File: src/record_deque_macros.svh
// ============================================================================
// Record deque assertion macros
// Shared concurrent assertion forms used by the record deque RTL.
// ============================================================================
`ifndef RECORD_DEQUE_MACROS_SVH
`define RECORD_DEQUE_MACROS_SVH

// The consequent must hold in the same cycle as the antecedent.
`define RDQ_ASSERT_NOW(label, clk, rst, ante, cons) \
   label: assert property (@(posedge clk) disable iff (rst) (ante) |-> (cons)) \
      else $error("record_deque: same-cycle check failed");

// The consequent must hold in the cycle after the antecedent.
`define RDQ_ASSERT_NEXT(label, clk, rst, ante, cons) \
   label: assert property (@(posedge clk) disable iff (rst) (ante) |=> (cons)) \
      else $error("record_deque: next-cycle check failed");

`endif

File: src/rdq_pkg.sv
// ============================================================================
// Record deque package
// Types, operation codes and status codes shared by the record deque RTL.
// ============================================================================
`timescale 1ns / 1ps

package rdq_pkg;

   localparam int DEPTH_DEFAULT = 16;
   localparam int POS_W         = 7;

   // Operation requested by a transaction.
   localparam logic [2:0] MODE_LIST       = 3'd0;
   localparam logic [2:0] MODE_PUSH_BACK  = 3'd1;
   localparam logic [2:0] MODE_POP_BACK   = 3'd2;
   localparam logic [2:0] MODE_PUSH_FRONT = 3'd3;
   localparam logic [2:0] MODE_POP_FRONT  = 3'd4;

   // Result status.
   localparam logic [1:0] STATUS_OK    = 2'd0;
   localparam logic [1:0] STATUS_EMPTY = 2'd1;
   localparam logic [1:0] STATUS_FULL  = 2'd2;

   // Command broadcast to every cell of the chain.
   typedef logic [2:0] cell_op_type;
   localparam cell_op_type OP_HOLD       = 3'd0;
   localparam cell_op_type OP_LOAD       = 3'd1;  // write the pushed record at the back
   localparam cell_op_type OP_SHIFT_UP   = 3'd2;  // move every entry one place back
   localparam cell_op_type OP_SHIFT_DOWN = 3'd3;  // move every entry one place forward
   localparam cell_op_type OP_ROTATE     = 3'd4;  // front entry wraps to the back

   typedef struct packed {
      logic [15:0] roll_number;
      logic [63:0] name_low;
      logic [15:0] name_high;
      logic [39:0] branch_text;
      logic [3:0]  semester;
      logic [9:0]  mark;
   } record_type;

   typedef struct packed {
      logic [2:0]  mode;
      logic [15:0] roll_number;
      logic [63:0] name_low;
      logic [15:0] name_high;
      logic [39:0] branch_text;
      logic [3:0]  semester;
      logic [9:0]  mark;
   } req_type;

   typedef struct packed {
      logic [1:0]       status;
      logic [POS_W-1:0] position;
      logic [15:0]      out_roll_number;
      logic [63:0]      out_name_low;
      logic [15:0]      out_name_high;
      logic [39:0]      out_branch_text;
      logic [3:0]       out_semester;
      logic [9:0]       out_mark;
      logic [POS_W-1:0] occupancy;
      logic             last;
   } rsp_type;

endpackage

File: src/rdq_cell.sv
// ============================================================================
// Record deque cell
// One place of the chain; loads from a neighbor, the pushed or the front record.
// ============================================================================
`timescale 1ns / 1ps

module rdq_cell #(
   parameter int DEPTH = rdq_pkg::DEPTH_DEFAULT,
   parameter int INDEX = 0,
   parameter int CW    = $clog2(DEPTH + 1)
) (
   input  logic                clock,
   input  rdq_pkg::cell_op_type op,
   input  logic [CW-1:0]       count,
   input  rdq_pkg::record_type push_rec,
   input  rdq_pkg::record_type front_rec,
   input  rdq_pkg::record_type back_rec,
   input  rdq_pkg::record_type head_rec,
   output rdq_pkg::record_type rec
);

   rdq_pkg::record_type rec_ff;
   rdq_pkg::record_type rec_in;
   logic                is_free_slot;
   logic                is_tail;

   // This cell is the first free place, or the last occupied one.
   assign is_free_slot = (count == CW'(INDEX));
   assign is_tail      = (count == CW'(INDEX + 1));

   always_comb begin
      rec_in = rec_ff;
      case (op)
         rdq_pkg::OP_LOAD: begin
            if (is_free_slot) begin
               rec_in = push_rec;
            end
         end
         rdq_pkg::OP_SHIFT_UP:   rec_in = front_rec;
         rdq_pkg::OP_SHIFT_DOWN: rec_in = back_rec;
         rdq_pkg::OP_ROTATE:     rec_in = is_tail ? head_rec : back_rec;
         default:                rec_in = rec_ff;
      endcase
   end

   always_ff @(posedge clock) begin
      rec_ff <= rec_in;
   end

   assign rec = rec_ff;

endmodule

File: config.mk
export PLATFORM = sky130hd
export DESIGN_NAME = rdq_cell
export DESIGN_NICKNAME = d
export VERILOG_FILES = /design/src/record_deque_macros.svh /design/src/rdq_pkg.sv /design/src/rdq_cell.sv
export SDC_FILE = /design/constraint.sdc
export NUM_CORES = 1
export LEC_CHECK = 0
export BUFFER_PORTS_ARGS = -buffer_cell sky130_fd_sc_hd__buf_2
export CORE_AREA = 2 2 300 302
export CTS_BUF_LIST = sky130_fd_sc_hd__clkbuf_16
export CTS_CLUSTER_SIZE = 8
export DETAILED_ROUTE_END_ITERATION = 12
export DIE_AREA = 0 0 302 304
export SLEW_MARGIN = 10
export SYNTH_ARGS = -nofsm -noshare
export SYNTH_HDL_FRONTEND = slang
export SYNTH_SLANG_ARGS = --single-unit
File: constraint.sdc
create_clock -name clock -period 14.2 [get_ports clock]
set_input_delay 1.42 -clock clock [delete_from_list [all_inputs] [get_ports clock]]
set_output_delay 1.42 -clock clock [all_outputs]
set_load 0.02 [all_outputs]
**Word level (Yosys, flattened, before mapping)**

Index checks and enable logic that the tools add are counted.
W data, S select, Z words.

- Equality and inequality tests: 6
- Multiplexer cells: 3
- Reduce and logical (&&, ||, !) cells: 3

Operators with widths:

| cell | count |
|---|---|
| $pmux W150 S4 | 1 |
| $mux W150 | 2 |
| $eq A3 B2 Y1 const B | 2 |
| $eq A5 B1 Y1 const B | 1 |
| $logic_not A5 Y1 | 1 |
| $reduce_bool A4 Y1 | 1 |
| $eq A3 B1 Y1 const B | 1 |
| $eq A3 B3 Y1 const B | 1 |
| $ne A2 B2 Y1 const B | 1 |
| $reduce_and A2 Y1 | 1 |

- Register bits: 150
- Input bits: 609
- Logic and storage cells: 18

**Longest topological paths before layout**

- Word-level depth: 3
- Depth in mapped cells: 7

**Least setup slack after synthesis**

OpenSTA, ideal clock, no wires.

- Path type: input-to-reg
- From: input port count[0]
- To: register rec_ff, in the netlist rec[0] (enable)
- Setup time: 0.662 ns
- Arrival: 8.585 ns
- Data required time: 13.538 ns
- Path slack: 4.953 ns
- Stages on the path: 6
- Buffers on the path: 3
- Cell sequence: clkbuf_1 -> inv_2 -> clkbuf_1 -> clkbuf_1 -> a311oi_1 -> nor2_1

- Word-level cells in the longest chain between the ends: 3

Ends and longest elaborated chain:

| what | RTL line | source |
|---|---|---|
| start: declaration | rdq_cell.sv:14 | `input logic [CW-1:0] count,` |
| $logic_not A5 Y1 | rdq_cell.sv:28 | `assign is_free_slot = (count == CW'(INDEX));` |
| $ne A2 B2 Y1 (no line) | -- |  |
| $reduce_and A2 Y1 (no line) | -- |  |
| end signal: assignment | rdq_cell.sv:47 | `rec_ff <= rec_in;` |
| end: declaration | rdq_cell.sv:22 | `rdq_pkg::record_type rec_ff;` |

No other way between the ends.
A chain may end at the register's enable or synchronous reset.

**Worst setup path in the final report**

- From: input port op[1]
- To: register rec_ff, in the netlist rec[4] (enable)

- Word-level cells in the longest chain between the ends: 3

Ends and longest elaborated chain:

| what | RTL line | source |
|---|---|---|
| start: declaration | rdq_cell.sv:13 | `input rdq_pkg::cell_op_type op,` |
| $eq A3 B3 Y1 (tied with other cells) | rdq_cell.sv:33 | `case (op)` |
| $reduce_bool A4 Y1 (no line) / $ne A2 B2 Y1 (equally long branches) | -- |  |
| $reduce_and A2 Y1 (no line) (*) | -- |  |

Every way passes the cells marked *; elsewhere a longest branch is shown, timed or not.

==> metrics.md <==
| Metric | Value |
|---|---|
| Status | `completed` |
| Hpwl dp | `47,400 um` |
| Crit path required time | `14.29 ns` |
| Gr ovfl total | `0` |
| Total power | `0.00161 W` |
| Critical Path Source Type | `primary input` |
| Initial core utilization | `13.9%` |
| Clock transition at the registers of the reported paths | `0.08 ns` |
| Vias in the first global route | `14.3k` |
| Mapped cell area | `12,400 um^2` |
| Initial antenna violation count | `10` |
| Max Freq | `0.235 GHz` |
| Final setup viols | `0` |
| RSZ-0062 raised after global routing | `false` |
| Pwr/cell area | `90.4 nW/um^2` |
| Synthesized area per cell | `8.96 um^2` |
| First-pass GRT wire length | `94,600 um` |
| All-layer global routing usage | `13.8%` |
| Crit Path Class | `primary input to flop` |
| Horiz. Die Dim | `302 um` |
| Average wire per standard cell | `20.8 um` |
| Min Tclk post-route | `4.26 ns` |
| Gpl congestion | `0.896` |
| Root Buffer | `clkbuf_16` |
| CP max FO | `66` |
| Post-Layout Cell Count | `3,203` |
| Routed WL | `66,500 um` |
| DR pass1 iterations | `7` |
| Sink Count | `150` |
| Fillers | `9,969` |
| Final #Nets | `2,618` |
| I/O pin cnt | `759` |
| Final instance area | `17,800 um^2` |
| Setup crit end kind | `flop` |
| Setup_tns | `0 ns` |
| Arrival time at the worst endpoint | `4.35 ns` |
| Slowest CP cell | `nor2_4` |
| Layout cells sized above 1 | `47.8%` |
| Ys Warns | `0` |
| Post-synthesis net count | `1,989` |
| Placed cell areas | `17,100 um^2` |
| # port buffers | `758` |
| Cells after Synth | `1,380` |
| Num CTS Buffers | `17` |
| Synthesis-to-layout area growth | `43.8%` |
| Worst-margin pin slew | `1.14 ns` |
| Max-cap check violation count | `0` |
| CTS tree | `yes` |
| Static leakage | `7.21 nW` |
| Tcrit/Tclk final | `30.0%` |
| Initial DRC Count | `1,434` |
| Max reg flops | `150` |
| Largest net degree at the start of global routing | `84` |
| CTS Buffer Depth | `2` |
| DRC viols | `0` |
| Vias | `14.8k` |
| Worst VDD drop | `86.7 uV` |
| Post-synthesis sequential area ratio | `36.4%` |
| Relative slew margins | `23.7%` |
| Hold Vio Cnt, Final | `0` |
| Row count | `110` |
| Dpl cells | `3,166` |
| ANT nets after route | `0` |
| Slew Limit Fails | `0` |
| Netlist cell types | `21` |
| Crit path buf inv count | `3` |
| Hold buffer count at cts | `0` |
| Worst path cell trace | `buf_6 -> nor2_4 -> nor2b_1 -> nor2_4 -> buf_4 -> buf_4` |
| H-tree depth | `4` |
| Via-per-instance ratio | `4.61` |
| Seq cells post-synth | `150` |
| Crit-path max cell delay | `0.86 ns` |
| Setup bufs post-CTS | `0` |
| Core area | `89,000 um^2` |
| Top Family by Delay on Critical Path | `buffers and inverters` |
| Post-cts sizing count | `0` |
| Die Y | `304 um` |
| Min-delay worst type | `primary input to flop` |
| Total die area | `91,800 um^2` |
-- power by group --
part / switching (W) / internal [W] / total [W]
logic: 0.000301 / 0.000192 / 0.000492
clock network: 0.000222 / 0.000310 / 0.000532
registers: 0.0000221 / 0.000561 / 0.000584
-- tightest hold or removal path, stage by stage --
cell and delay (ns):
buf_2 0.08, o21ai_1 0.05, a21oi_1 0.11
-- routing by layer --
metal / track usage, % / wire, um / share of wire, % / up-vias
li1: - / - / - / 6661
met1: 16.8 / 26400 / 40 / 7065
met2: 23.5 / 32600 / 49 / 925
met3: 3.41 / 5930 / 8.9 / 107
met4: 4.47 / 1530 / 2.3 / 6
met5: 0 / 34 / 0.051 / -
-- final cells by class --
class	count	area, um^2	area share (%)
clock inverters	14	210	1.18
well taps	1176	1470	8.27
flip-flops and latches	150	4500	25.3
clock buffers	17	425	2.39
diodes	6	15.0	0.0844
inverters	1	8.76	0.0492
multi-input cells	1058	7170	40.3
repair buffers	781	3990	22.4
-- cells in the mapped netlist --
cell        n  area share (%)
nor2b_1   152             7.7
buf_1      14            0.42
a311oi_1    1           0.071
inv_2       1           0.030
nor4_4      1            0.17
a22oi_1   116             7.0
a21oi_1   150             6.1
or3b_1      1           0.071
o21ai_0   166             6.7
o21ai_1   100             4.0
nor2_1      1           0.030
buf_6       2            0.18
clkbuf_1  103             3.1
a31oi_1   150             7.6
a221oi_1   34             2.4
nor2_2      1           0.051
mux2_2    150              14
or4_1       1           0.061
o21bai_1   34             2.1
edfxtp_1  150              36
buf_2      52             2.1
-- kinds of logic (layout without fill, tap and decap cells) --
family,Yosys count,count (layout),synth area share [%]
AOI/OAI and AO/OA,751,751,36.0
buffers and inverters,172,813,5.87
and+or+nand+nor,157,157,8.07
muxes,150,150,13.7
DFF,150,150,36.4
other,0,6,0
-- metrics by stage --
step / util (%) / hold WS, ns / worst slack [ns]
CTS: 20.0 / 1.23 / 10.03
global route: 20.0 / 1.27 / 9.81
floorplan: - / 1.68 / 4.95
global placement: 19.2 / 1.78 / 9.45
finish: 20.0 / 1.31 / 9.94
detailed placement: 19.2 / 1.80 / 9.47
-- layout by cell type, fill, tap and decap left out, types with 3 or more instances in the layout --
master,instances
buf_2,754
o21ai_0,166
nor2b_1,151
a31oi_1,150
mux2_2,150
a21oi_1,150
edfxtp_1,150
a22oi_1,116
o21ai_1,100
o21bai_1,34
a221oi_1,34
buf_4,24
clkbuf_16,17
diode_2,6
bufinv_16,5
clkinvlp_4,3
-- path summary, 6_finish.rpt --
| check | endpoint | depth (start not counted) | start | slack, ns |
|---|---|---|---|---|
| max | rec[4] | 6 | op[1] | 9.94 |
| min | rec[26] | 3 | back_rec[26] | 1.31 |
Power figures use the tool's default switching activity.
